`config.mk`:
```
export PLATFORM = sky130hd
export DESIGN_NAME = integer_to_ascii_formatter_flat
export DESIGN_NICKNAME = d
export VERILOG_FILES = /design/src/rtl/itoa_pkg.sv /design/src/rtl/itoa_if.sv /design/src/rtl/itoa_dp.sv /design/src/rtl/itoa_ctrl.sv /design/src/rtl/integer_to_ascii_formatter.sv /design/src/flat_wrapper.sv
export SDC_FILE = /design/constraint.sdc
export NUM_CORES = 1
export LEC_CHECK = 0
export BUFFER_PORTS_ARGS = -buffer_cell sky130_fd_sc_hd__clkbuf_2
export CAP_MARGIN = 0
export CORE_ASPECT_RATIO = 0.9
export CORE_MARGIN = 5
export CORE_UTILIZATION = 40
export DETAILED_ROUTE_END_ITERATION = 12
export PLACE_DENSITY = 0.57
export SLEW_MARGIN = 20
export SYNTH_ARGS = -nofsm -noshare
export SYNTH_HDL_FRONTEND = slang
export SYNTH_SLANG_ARGS = --single-unit
export TNS_END_PERCENT = 100
```
`constraint.sdc`:
```
create_clock -name clk -period 5.5 [get_ports clk]
set_input_delay 1.1 -clock clk [delete_from_list [all_inputs] [get_ports clk]]
set_output_delay 1.1 -clock clk [all_outputs]
set_load 0.05 [all_outputs]
```
`src/rtl/itoa_pkg.sv`:
```
// itoa_pkg: shared types and constants of the integer to ascii formatter
// used by the interfaces, controller, datapath and top level; no dependencies
`timescale 1ns / 1ps

package itoa_pkg;

	localparam int VALUE_W = 32;
	localparam int FUNC_W  = 2;
	localparam int CHAR_W  = 7;
	localparam int DIGITS  = 10;
	localparam int BCD_W   = 4 * DIGITS;

	typedef enum logic [FUNC_W-1:0] {
		FUNC_SDEC = 2'd0,
		FUNC_UDEC = 2'd1,
		FUNC_LHEX = 2'd2,
		FUNC_UHEX = 2'd3
	} func_t;

	// what the datapath puts in the output register on an emit
	typedef enum logic [1:0] {
		EMIT_SIGN  = 2'd0,
		EMIT_ZERO  = 2'd1,
		EMIT_X     = 2'd2,
		EMIT_DIGIT = 2'd3
	} emit_sel_t;

	localparam logic [CHAR_W-1:0] CHAR_ZERO  = 7'h30;
	localparam logic [CHAR_W-1:0] CHAR_LOW_A = 7'h61;
	localparam logic [CHAR_W-1:0] CHAR_UP_A  = 7'h41;
	localparam logic [CHAR_W-1:0] CHAR_MINUS = 7'h2d;
	localparam logic [CHAR_W-1:0] CHAR_X     = 7'h78;

	typedef struct packed {
		logic      load;
		logic      conv_step;
		logic      skip_step;
		logic      emit;
		emit_sel_t emit_sel;
	} itoa_cmd_t;

	typedef struct packed {
		logic is_hex;
		logic is_neg;
		logic conv_done;
		logic top_zero;
		logic one_left;
	} itoa_sts_t;

	function automatic logic [CHAR_W-1:0] hex_char(input logic [3:0] nib, input logic upper);
		logic [CHAR_W-1:0] base;
		base = upper ? CHAR_UP_A : CHAR_LOW_A;
		if (nib < 4'd10)
			return CHAR_ZERO + {3'd0, nib};
		else
			return base + {3'd0, nib - 4'd10};
	endfunction

endpackage

```
`src/rtl/itoa_if.sv`:
```
// itoa_in_if, itoa_out_if: valid/ready channels of the formatter
// depends on itoa_pkg for field widths
`timescale 1ns / 1ps

interface itoa_in_if;
	logic                               valid;
	logic                               ready;
	logic [itoa_pkg::VALUE_W-1:0]       value;
	logic [itoa_pkg::FUNC_W-1:0]        func;

	modport source (output valid, output value, output func, input ready);
	modport sink   (input valid, input value, input func, output ready);
endinterface

interface itoa_out_if;
	logic                               valid;
	logic                               ready;
	logic [itoa_pkg::CHAR_W-1:0]        character;
	logic                               last;

	modport source (output valid, output character, output last, input ready);
	modport sink   (input valid, input character, input last, output ready);
endinterface

```
`src/rtl/itoa_dp.sv`:
```
// itoa_dp: datapath with double-dabble converter, digit shifter and output register
// depends on itoa_pkg; driven by itoa_ctrl through itoa_cmd_t
`timescale 1ns / 1ps

module itoa_dp (
	input  logic                          clk,
	input  logic                          arst_n,
	input  logic [itoa_pkg::VALUE_W-1:0]  value,
	input  logic [itoa_pkg::FUNC_W-1:0]   func,
	input  itoa_pkg::itoa_cmd_t           cmd,
	output itoa_pkg::itoa_sts_t           sts,
	output logic [itoa_pkg::CHAR_W-1:0]   character,
	output logic                          last
);

	logic [itoa_pkg::VALUE_W-1:0] bin_q;
	logic [itoa_pkg::BCD_W-1:0]   bcd_q;
	logic [4:0]                   cnt_q;
	logic [3:0]                   rem_q;
	logic                         hex_q;
	logic                         upper_q;
	logic                         neg_q;
	logic [itoa_pkg::CHAR_W-1:0]  char_q;
	logic                         last_q;

	logic [itoa_pkg::BCD_W-1:0]   bcd_adj;
	logic                         neg_in;
	logic [itoa_pkg::CHAR_W-1:0]  digit_char;

	assign neg_in = (func == itoa_pkg::FUNC_SDEC) && value[itoa_pkg::VALUE_W-1];

	// add three to every digit of five or more before the shift
	always_comb begin
		for (int i = 0; i < itoa_pkg::DIGITS; i++) begin
			if (bcd_q[4*i +: 4] >= 4'd5)
				bcd_adj[4*i +: 4] = bcd_q[4*i +: 4] + 4'd3;
			else
				bcd_adj[4*i +: 4] = bcd_q[4*i +: 4];
		end
	end

	always_comb begin
		if (hex_q)
			digit_char = itoa_pkg::hex_char(bin_q[itoa_pkg::VALUE_W-1 -: 4], upper_q);
		else
			digit_char = itoa_pkg::CHAR_ZERO + {3'd0, bcd_q[itoa_pkg::BCD_W-1 -: 4]};
	end

	always_ff @(posedge clk or negedge arst_n) begin
		if (!arst_n) begin
			cnt_q <= '0;
			rem_q <= '0;
			hex_q <= 1'b0;
			neg_q <= 1'b0;
		end else if (cmd.load) begin
			cnt_q <= '0;
			hex_q <= func[1];
			neg_q <= neg_in;
			rem_q <= func[1] ? 4'd8 : 4'(itoa_pkg::DIGITS);
		end else begin
			if (cmd.conv_step)
				cnt_q <= cnt_q + 5'd1;
			if (cmd.skip_step || (cmd.emit && cmd.emit_sel == itoa_pkg::EMIT_DIGIT))
				rem_q <= rem_q - 4'd1;
		end
	end

	always_ff @(posedge clk) begin
		if (cmd.load) begin
			bin_q   <= neg_in ? (~value + 32'd1) : value;
			bcd_q   <= '0;
			upper_q <= (func == itoa_pkg::FUNC_UHEX);
		end else if (cmd.conv_step) begin
			bcd_q <= {bcd_adj[itoa_pkg::BCD_W-2:0], bin_q[itoa_pkg::VALUE_W-1]};
			bin_q <= {bin_q[itoa_pkg::VALUE_W-2:0], 1'b0};
		end else if (cmd.skip_step) begin
			bcd_q <= {bcd_q[itoa_pkg::BCD_W-5:0], 4'd0};
		end else if (cmd.emit && cmd.emit_sel == itoa_pkg::EMIT_DIGIT) begin
			if (hex_q)
				bin_q <= {bin_q[itoa_pkg::VALUE_W-5:0], 4'd0};
			else
				bcd_q <= {bcd_q[itoa_pkg::BCD_W-5:0], 4'd0};
		end
	end

	always_ff @(posedge clk) begin
		if (cmd.emit) begin
			case (cmd.emit_sel)
				itoa_pkg::EMIT_SIGN: begin
					char_q <= itoa_pkg::CHAR_MINUS;
					last_q <= 1'b0;
				end
				itoa_pkg::EMIT_ZERO: begin
					char_q <= itoa_pkg::CHAR_ZERO;
					last_q <= 1'b0;
				end
				itoa_pkg::EMIT_X: begin
					char_q <= itoa_pkg::CHAR_X;
					last_q <= 1'b0;
				end
				itoa_pkg::EMIT_DIGIT: begin
					char_q <= digit_char;
					last_q <= (rem_q == 4'd1);
				end
				default: begin
					char_q <= digit_char;
					last_q <= 1'b0;
				end
			endcase
		end
	end

	assign sts.is_hex    = hex_q;
	assign sts.is_neg    = neg_q;
	assign sts.conv_done = (cnt_q == 5'd31);
	assign sts.top_zero  = (bcd_q[itoa_pkg::BCD_W-1 -: 4] == 4'd0);
	assign sts.one_left  = (rem_q == 4'd1);

	assign character = char_q;
	assign last      = last_q;

endmodule

```
`src/rtl/itoa_ctrl.sv`:
```
// itoa_ctrl: sequencing state machine and output valid flag of the formatter
// depends on itoa_pkg; commands itoa_dp
`timescale 1ns / 1ps

module itoa_ctrl (
	input  logic                clk,
	input  logic                arst_n,
	input  logic                in_valid,
	output logic                in_ready,
	output logic                out_valid,
	input  logic                out_ready,
	input  itoa_pkg::itoa_sts_t sts,
	output itoa_pkg::itoa_cmd_t cmd
);

	typedef enum logic [6:0] {
		ST_IDLE  = 7'b0000001,
		ST_CONV  = 7'b0000010,
		ST_SKIP  = 7'b0000100,
		ST_SIGN  = 7'b0001000,
		ST_PFX0  = 7'b0010000,
		ST_PFX1  = 7'b0100000,
		ST_DIGIT = 7'b1000000
	} state_t;

	state_t state_q;
	state_t state_nxt;
	logic   out_valid_q;
	logic   slot_free;

	assign slot_free = !out_valid_q || out_ready;
	assign in_ready  = (state_q == ST_IDLE);

	always_comb begin
		state_nxt     = state_q;
		cmd.load      = 1'b0;
		cmd.conv_step = 1'b0;
		cmd.skip_step = 1'b0;
		cmd.emit      = 1'b0;
		cmd.emit_sel  = itoa_pkg::EMIT_DIGIT;
		case (state_q)
			ST_IDLE: begin
				if (in_valid) begin
					cmd.load  = 1'b1;
					state_nxt = ST_CONV;
				end
			end
			ST_CONV: begin
				if (sts.is_hex) begin
					state_nxt = ST_PFX0;
				end else begin
					cmd.conv_step = 1'b1;
					if (sts.conv_done)
						state_nxt = ST_SKIP;
				end
			end
			ST_SKIP: begin
				// drop leading zero digits, always keep the last one
				if (sts.top_zero && !sts.one_left)
					cmd.skip_step = 1'b1;
				else if (sts.is_neg)
					state_nxt = ST_SIGN;
				else
					state_nxt = ST_DIGIT;
			end
			ST_SIGN: begin
				cmd.emit_sel = itoa_pkg::EMIT_SIGN;
				if (slot_free) begin
					cmd.emit  = 1'b1;
					state_nxt = ST_DIGIT;
				end
			end
			ST_PFX0: begin
				cmd.emit_sel = itoa_pkg::EMIT_ZERO;
				if (slot_free) begin
					cmd.emit  = 1'b1;
					state_nxt = ST_PFX1;
				end
			end
			ST_PFX1: begin
				cmd.emit_sel = itoa_pkg::EMIT_X;
				if (slot_free) begin
					cmd.emit  = 1'b1;
					state_nxt = ST_DIGIT;
				end
			end
			ST_DIGIT: begin
				if (slot_free) begin
					cmd.emit = 1'b1;
					if (sts.one_left)
						state_nxt = ST_IDLE;
				end
			end
			default: begin
				state_nxt = ST_IDLE;
			end
		endcase
	end

	always_ff @(posedge clk or negedge arst_n) begin
		if (!arst_n) begin
			state_q     <= ST_IDLE;
			out_valid_q <= 1'b0;
		end else begin
			state_q <= state_nxt;
			if (cmd.emit)
				out_valid_q <= 1'b1;
			else if (out_ready)
				out_valid_q <= 1'b0;
		end
	end

	assign out_valid = out_valid_q;

	a_emit_slot: assert property (@(posedge clk) disable iff (!arst_n)
		cmd.emit |-> (!out_valid_q || out_ready))
		else $error("character loaded over an untaken beat");

	a_load_busy: assert property (@(posedge clk) disable iff (!arst_n)
		(in_valid && in_ready) |=> !in_ready)
		else $error("input taken twice in a row");

	a_skip_keeps_one: assert property (@(posedge clk) disable iff (!arst_n)
		cmd.skip_step |-> (state_q == ST_SKIP && !sts.one_left && !sts.is_hex))
		else $error("skip would drop the last digit");

	a_conv_to_skip: assert property (@(posedge clk) disable iff (!arst_n)
		(state_q == ST_CONV && cmd.conv_step && sts.conv_done) |=> state_q == ST_SKIP)
		else $error("conversion end missed");

endmodule

```
`src/rtl/integer_to_ascii_formatter.sv`:
```
// Each accepted number is loaded and then, for the two decimal formats, goes through 32
// double-dabble shifts, one skip step per leading zero digit dropped (0 to 9), a step to
// settle on the first kept digit and one character per cycle while the output is not
// stalled; dropped and printed digits always add up to ten, and a minus sign adds one
// character. The hex formats pass through one idle state and then give ten characters;
// the decimal ones use the shift-and-add-three converter. A stalled output holds the
// emitting states. A new number is taken only once the last character of
// the previous one is in the output register, which may still be waiting to be taken.
`timescale 1ns / 1ps

module integer_to_ascii_formatter (
	input  logic       clk,
	input  logic       arst_n,
	itoa_in_if.sink    in_ch,
	itoa_out_if.source out_ch
);

	itoa_pkg::itoa_cmd_t cmd;
	itoa_pkg::itoa_sts_t sts;

	itoa_ctrl u_ctrl (
		.clk       (clk),
		.arst_n    (arst_n),
		.in_valid  (in_ch.valid),
		.in_ready  (in_ch.ready),
		.out_valid (out_ch.valid),
		.out_ready (out_ch.ready),
		.sts       (sts),
		.cmd       (cmd)
	);

	itoa_dp u_dp (
		.clk       (clk),
		.arst_n    (arst_n),
		.value     (in_ch.value),
		.func      (in_ch.func),
		.cmd       (cmd),
		.sts       (sts),
		.character (out_ch.character),
		.last      (out_ch.last)
	);

endmodule

```
`src/flat_wrapper.sv`:
```
// flat-port wrapper written by rule: the top's interface ports become plain ports
module integer_to_ascii_formatter_flat 
  (clk, arst_n, in_ch_valid, in_ch_value, in_ch_func, in_ch_ready, out_ch_valid, out_ch_character, out_ch_last, out_ch_ready);
  itoa_in_if in_ch_i ();
  itoa_out_if out_ch_i ();
  input  logic clk;
  input  logic arst_n;
  input wire logic [$bits(in_ch_i.valid)-1:0] in_ch_valid;
  input wire logic [$bits(in_ch_i.value)-1:0] in_ch_value;
  input wire logic [$bits(in_ch_i.func)-1:0] in_ch_func;
  output wire logic [$bits(in_ch_i.ready)-1:0] in_ch_ready;
  output wire logic [$bits(out_ch_i.valid)-1:0] out_ch_valid;
  output wire logic [$bits(out_ch_i.character)-1:0] out_ch_character;
  output wire logic [$bits(out_ch_i.last)-1:0] out_ch_last;
  input wire logic [$bits(out_ch_i.ready)-1:0] out_ch_ready;
  assign in_ch_i.valid = in_ch_valid;
  assign in_ch_i.value = in_ch_value;
  assign in_ch_i.func = in_ch_func;
  assign in_ch_ready = in_ch_i.ready;
  assign out_ch_valid = out_ch_i.valid;
  assign out_ch_character = out_ch_i.character;
  assign out_ch_last = out_ch_i.last;
  assign out_ch_i.ready = out_ch_ready;
  integer_to_ascii_formatter u_core (.clk(clk), .arst_n(arst_n), .in_ch(in_ch_i), .out_ch(out_ch_i));
endmodule
```
==> flow_summary_export.csv, run 1 <==
group,metric,value,unit
status,status,"completed",
routing,antenna_left,0,
placement,place_inst,911,
placement,io_buffers,47,
sta,period_minus_slack,3.038,ns
setup_path,critPathCaptureType,"flop",
routing,vias_per_cell,5.835,
floorplanning,die_h,130.1,um
sta,hold_viol,0,
routing,drtIter0Drc,414,
worst_hold_path,hold_class,"flop to flop",
grt,grt.total_usage,16.95,%
layout,fin_cells,927,
setup_path,crit_fanout,5,
layout,multiInputGateArea,3638,um^2
clock_network,cts_tree,"yes",
sta,fmax,329.2,MHz
yosys,ys_types,54,
sta,tightest_slew,0.9187,ns
layout,seqCellArea,2509,um^2
layout,num-nets-final,787,
grt,grt_max_degree,80,
clock_network,cts-hold-fix-buffers,0,
layout,fillers,1479,
floorplanning,start_util,41.22,%
yosys,ys_warn_count,0,
yosys,synth_edf_count,41,
floorplanning,die_x,143.4,um
sta,setup_viol,0,
clock_network,cts_buffers,9,
setup_path,crit_slowest_cell,"nor4b_1",
routing,drt-wirelength-per-cell,16.35,um
clock_network,ctsResizeCount,0,
placement,hpwl,10590,um
sta,tns,0,ns
yosys,ys_async_sr_fraction,19.00,%
yosys,synth-seq-area-share,39.14,%
grt,grt_first_pass_wirelength,25980,um
routing,vias,5409,
setup_path,arrival,3.11,ns
routing,drc_errors,0,
routing,wl,15160,um
setup_path,required,5.57,ns
grt,antenna_found_initial,0,
clock_network,clk_latency,0.34,ns
floorplanning,ios,48,
yosys,synth-seq-cells,100,
floorplanning,row_count,43,
yosys,syn_inst,693,
layout,drive_gt1_share,11.31,%
routing,drtPass1Iterations,4,
clock_network,htreeDepth,3,
setup_path,worst_setup_path_start_kind,"input pin",
placement,place_congestion,0.8442,
floorplanning,core,15550,um^2
sta,relSlewSlack,38.19,%
sta,rsz0062_at_grt,"false",
layout,final_cell_mix,"71 x o21ai_0, 50 x a21oi_1, 49 x mux2i_1, 47 x clkbuf_2, 41 x edfxtp_1",
grt,overflow,0,
sta,maxSlewViolCount,0,
floorplanning,die_area,18660,um^2
setup_path,slowest_delay,0.62,ns
power,p_leak,2.596,nW
grt,grt_pass1_vias,5182,
power,cellPowerDensity,514.5,nW/um^2
clock_network,path_clk_slew,0.06,ns
power,ir_worst_vdd,0.0003554,V
yosys,synth_nets,760,
sta,finalCritPeriodShare,55.24,%
layout,mostFrequentLayoutCell,"o21ai_0",
worst_hold_path,min_from,"u_core.u_dp.cnt_q[4]$_DFFE_PN0P_",
job,max_cap_violations,0,
setup_path,r2r-start,"u_core.u_ctrl.state_q[4]$_DFFE_PN0P_",
sta,clock_skew,0.008874,ns
layout,syn2layout_area_growth,11.22,%
layout,diodes,0,
clock_network,cts_sinks,100,
sta,hold_ws,0.5129,ns
yosys,synth-main-ff-cell,"edfxtp_1",
yosys,synth_area,6410,um^2
clock_network,cts-root-buf,"clkbuf_16",
yosys,avgSynthCellArea,9.249,um^2
clock_network,cts_buffer_depth,2,
setup_path,worstSetupPathType,"input pin to flop",
setup_path,crit_chain,"clkbuf_2 -> inv_1 -> ha_1 -> nor4b_1 -> nand4_1 -> o41ai_1 -> xor2_1 -> o21ai_0",
clock_network,cts_setup_buffers,0,
setup_path,startpoint,"in_ch_value[0]",
## sequential cells by signal (all words and copies together), names as in the netlist
name and cells:
u_core.u_dp.hex_q 1, u_core.u_dp.character 7, u_core.u_dp.cnt_q 5, u_core.u_dp.neg_q 1, u_core.u_dp.bcd_q 40, u_core.u_ctrl.state_q 7
u_core.u_dp.upper_q 1, u_core.u_ctrl.out_valid 1, u_core.u_dp.rem_q 4, u_core.u_dp.bin_q 32, u_core.u_dp.last 1
## through the flow
stage / cell area (um^2) / util (%) / power, W / setup WS (ns)
final: 7129 / 45.85 / 0.003668 / 2.462
after global routing: 7129 / 45.85 / 0.003978 / 2.260
after global placement: 6810 / 43.80 / 0.002959 / 1.997
after CTS: 7124 / 45.82 / 0.003692 / 2.343
after detailed placement: 6810 / 43.80 / 0.003017 / 1.986
after floorplan: 6410 / - / 0.002611 / 1.400
## synth_stat cells, drive strengths merged (21+ instances only)
master	count	area [um^2]
dfxtp	40	800.8
nand2	36	135.1
a21oi	50	250.2
a211oi	37	277.8
edfxtp	41	1231
inv	33	123.9
xnor2	21	183.9
nor2	32	120.1
clkbuf	22	82.58
o21ai	72	364.1
ha	29	362.9
mux2i	49	490.5
## path summary, 6_finish.rpt
kind                                                        endpoint  slack (ns)  cells past startpoint
worst max-delay path                 u_core.u_dp.bin_q[20]$_DFFE_PP_        2.46                      8
worst min-delay path                u_core.u_dp.cnt_q[4]$_DFFE_PN0P_        0.51                      2
worst max register to register       u_core.u_dp.bin_q[10]$_DFFE_PP_        2.69                      6
worst min register to register      u_core.u_dp.cnt_q[4]$_DFFE_PN0P_        0.51                      2
max in group asynchronous       u_core.u_ctrl.state_q[0]$_DFFE_PN1P_        4.41                      1
min in group asynchronous        u_core.u_ctrl.out_valid$_DFFE_PN0P_        0.73                      1
## critical path: cells and delay by family
| family | cells | cell delay (ns) |
|---|---|---|
| adder cells (fa/ha/maj) | 1 | 0.23 |
| buffers and inverters | 2 | 0.18 |
| AND/OR/NAND/NOR | 2 | 0.97 |
| AO/OA/AOI/OAI | 2 | 0.46 |
| XOR/XNOR | 1 | 0.17 |
## final cells by class
| type | instances | share of cell area (%) |
|---|---|---|
| Tap cell | 202 | 3.545 |
| Inverter | 34 | 1.790 |
| Multi-Input combinational cell | 521 | 51.04 |
| Timing Repair Buffer | 54 | 4.037 |
| Sequential cell | 100 | 35.19 |
| Clock inverter | 3 | 0.6143 |
| Clock buffer | 13 | 3.791 |
## where the power goes
part	total (W)	internal (W)	switching, W	leakage, nW
Combinational	0.00157	0.000620	0.000945	1.48
Clock	0.000658	0.000390	0.000268	0.156
Sequential	0.00144	0.00117	0.000275	0.962
Total	0.00367	0.00218	0.00149	2.60
## cell families after synthesis
kind of cell	after synthesis	share of synthesized area, %
mux	49	7.652
fa+ha+maj	29	5.661
xor+xnor	40	5.466
simple gates	176	15.17
flops	100	39.14
buf+inv	72	4.704
compound gates	227	22.21
## routing by layer
layer  track usage, %  vias up  wire length [um]
met5                0        -                 0
met4            4.651        0               220
met3            3.078       19               576
met2            27.22      105              7004
met1            23.62     2624              7355
li1                 -     2661                 -
Power figures use the tool's default switching activity.
==> run 2, diff against run 1 <==
--- a/config.mk
+++ b/config.mk
@@ -11,7 +11,7 @@
 export CORE_MARGIN = 5
 export CORE_UTILIZATION = 40
 export DETAILED_ROUTE_END_ITERATION = 12
-export PLACE_DENSITY = 0.57
+export PLACE_DENSITY = 0.59
 export SLEW_MARGIN = 20
 export SYNTH_ARGS = -nofsm -noshare
 export SYNTH_HDL_FRONTEND = slang
==> constraint.sdc (replaced) <==
create_clock -name clk -period 2.6 [get_ports clk]
set_input_delay 0.52 -clock clk [delete_from_list [all_inputs] [get_ports clk]]
set_output_delay 0.52 -clock clk [all_outputs]
set_load 0.05 [all_outputs]
==> run 2 against run 1 <==
- final cell count grew 1.2%
- clock skew decreased by 0.0026 ns
- via count is 0.39% higher
- die area stayed put
- register-to-register slack lost 2.5 ns
- worst hold slack lost 0.38 ns
- global-route usage fell by 0.25 points
- count of clock-buffer cells in the layout decreased by 1
- sequential power increased by 110%
- sequential cell count unchanged
- final area increased by 1.5%
- critical path type is now flop to primary output
- largest cell class unchanged
==> flow_summary_export.csv, run 2 (synthesized netlist as in run 1, its figures left out) <==
group,metric,value,unit
sta,period_minus_slack,2.479,ns
sta,rsz0062_at_grt,"false",
power,p_leak,2.658,nW
setup_path,path_delay_family,"simple AND/OR/NAND/NOR gates",
grt,grt_first_pass_wirelength,25850,um
routing,vias_per_cell,5.789,
floorplanning,core,15550,um^2
power,power_frac_clock,16.7,%
placement,place_ws,0.09401,ns
layout,top_register,"u_core.u_dp.bcd_q",
routing,drt-wirelength-per-cell,16.44,um
setup_path,crit_fanout,10,
power,power.internal,0.004594,W
power,p_switching,0.003189,W
routing,wl,15430,um
setup_path,arrival,1.96,ns
sta,fmax,403.5,MHz
clock_network,cts_tree,"yes",
worst_hold_path,hold_class,"input pin to async pin",
sta,hold_ws,0.1369,ns
clock_network,cts_buffers,9,
layout,num-nets-final,798,
power,power_frac_seq,39.3,%
setup_path,crit_chain,"nor4_4 -> buf_4 -> nand2_1 -> inv_1 -> clkbuf_2",
clock_network,ctsResizeCount,0,
layout,final_cell_mix,"71 x o21ai_0, 50 x a21oi_1, 49 x mux2i_1, 47 x clkbuf_2, 41 x edfxtp_1",
floorplanning,die_h,130.1,um
layout,drive_gt1_share,12.64,%
setup_path,crit_slowest_cell,"dfrtp_1",
sta,finalCritPeriodShare,95.33,%
setup_path,required,2.08,ns
grt,grt_pass1_vias,5287,
floorplanning,die_area,18660,um^2
grt,grt_max_degree,78,
grt,grt.total_usage,16.70,%
job,max_cap_violations,0,
clock_network,htreeDepth,3,
placement,hpwl,10970,um
power,power_frac_comb,44.1,%
sta,tightest_slew,0.6658,ns
clock_network,cts-root-buf,"clkbuf_16",
sta,hold_viol,0,
sta,tns,0,ns
setup_path,slowest_delay,0.50,ns
clock_network,path_clk_slew,0.07,ns
floorplanning,ios,48,
routing,antenna_left,0,
setup_path,worstSetupPathType,"flop to primary output",
placement,io_buffers,47,
power,fin_total_pwr,0.007783,W
clock_network,clk_latency,0.34,ns
floorplanning,die_x,143.4,um
sta,maxSlewViolCount,0,
layout,syn2layout_area_growth,12.90,%
setup_path,critPathCaptureType,"primary output",
layout,largest_reg_flops,40,
layout,mostFrequentLayoutCell,"o21ai_0",
grt,overflow,0,
status,status,"completed",
routing,vias,5430,
layout,utilization,46.54,%
sta,setup_viol,0,
power,cellPowerDensity,1075,nW/um^2
floorplanning,start_util,41.22,%
layout,top_regs,"u_core.u_dp.bcd_q x40, u_core.u_dp.bin_q x32",
sta,clock_skew,0.006276,ns
power,p_sw_share,40.98,%
clock_network,cts_sinks,100,
setup_path,path_buf_inv,3,
placement,place_congestion,0.8955,
layout,fillers,1471,
clock_network,cts_buffer_depth,2,
setup_path,worst_setup_path_start_kind,"flop",
clock_network,cts_setup_buffers,0,
layout,diodes,0,
routing,drtPass1Iterations,5,
sta,worst_slack,0.1214,ns
routing,drtIter0Drc,365,
routing,drc_errors,0,
clock_network,cts-hold-fix-buffers,0,
power,ir_worst_vdd,0.0005832,V
floorplanning,row_count,43,
grt,antenna_found_initial,0,
sta,relSlewSlack,55.51,%
run 2: final timing paths:
check                                                     start                              endpoint  slack [ns]  depth (start not counted)
setup / recovery           u_core.u_ctrl.state_q[4]$_DFFE_PN0P_                           in_ch_ready        0.12                          5
hold / removal                                           arst_n         u_core.u_dp.hex_q$_DFFE_PN0P_        0.14                          1
setup reg to reg           u_core.u_ctrl.state_q[4]$_DFFE_PN0P_  u_core.u_ctrl.state_q[6]$_DFFE_PN0P_        0.18                          6
hold reg to reg                u_core.u_dp.cnt_q[4]$_DFFE_PN0P_      u_core.u_dp.cnt_q[4]$_DFFE_PN0P_        0.52                          2
max in group asynchronous                                arst_n  u_core.u_ctrl.state_q[0]$_DFFE_PN1P_        2.11                          1
min in group clk                                    in_ch_valid  u_core.u_ctrl.state_q[0]$_DFFE_PN1P_        0.41                          2
run 2: layout make-up:
type / instances / area (um^2) / share of cell area, %
timing repair buffer: 65 / 420.4 / 5.809
clock buffer: 12 / 266.5 / 3.683
multi-input combinational: 521 / 3638 / 50.28
inverter: 34 / 127.6 / 1.763
sequential: 100 / 2509 / 34.66
clock inverter: 4 / 22.52 / 0.3112
tap: 202 / 252.7 / 3.492
run 2: per-layer routing:
metal / wire [um] / up-vias / global-route usage, %
met2: 7377 / 121 / 27.47
met4: 182 / 0 / 4.097
met1: 7210 / 2607 / 22.90
met5: 0 / - / 0
met3: 654 / 17 / 3.078
li1: - / 2685 / -
run 2: metrics by stage:
step                      std cells  instance area [um^2]
after floorplan                 693                  6424
after global placement          922                  6943
after detailed placement        922                  6943
after CTS                       938                  7232
after global routing            938                  7237
final                           938                  7237
run 2: power by group through the flow:
stage	Clock, W	Sequential (W)	Combinational [W]
6_report	0.00130	0.00306	0.00343
4_1_cts	0.00133	0.00304	0.00345
3_5_place_dp	0	0.00307	0.00344
3_3_place_gp	0	0.00305	0.00334
5_1_grt	0.00140	0.00314	0.00388
2_1_floorplan	0	0.00295	0.00258
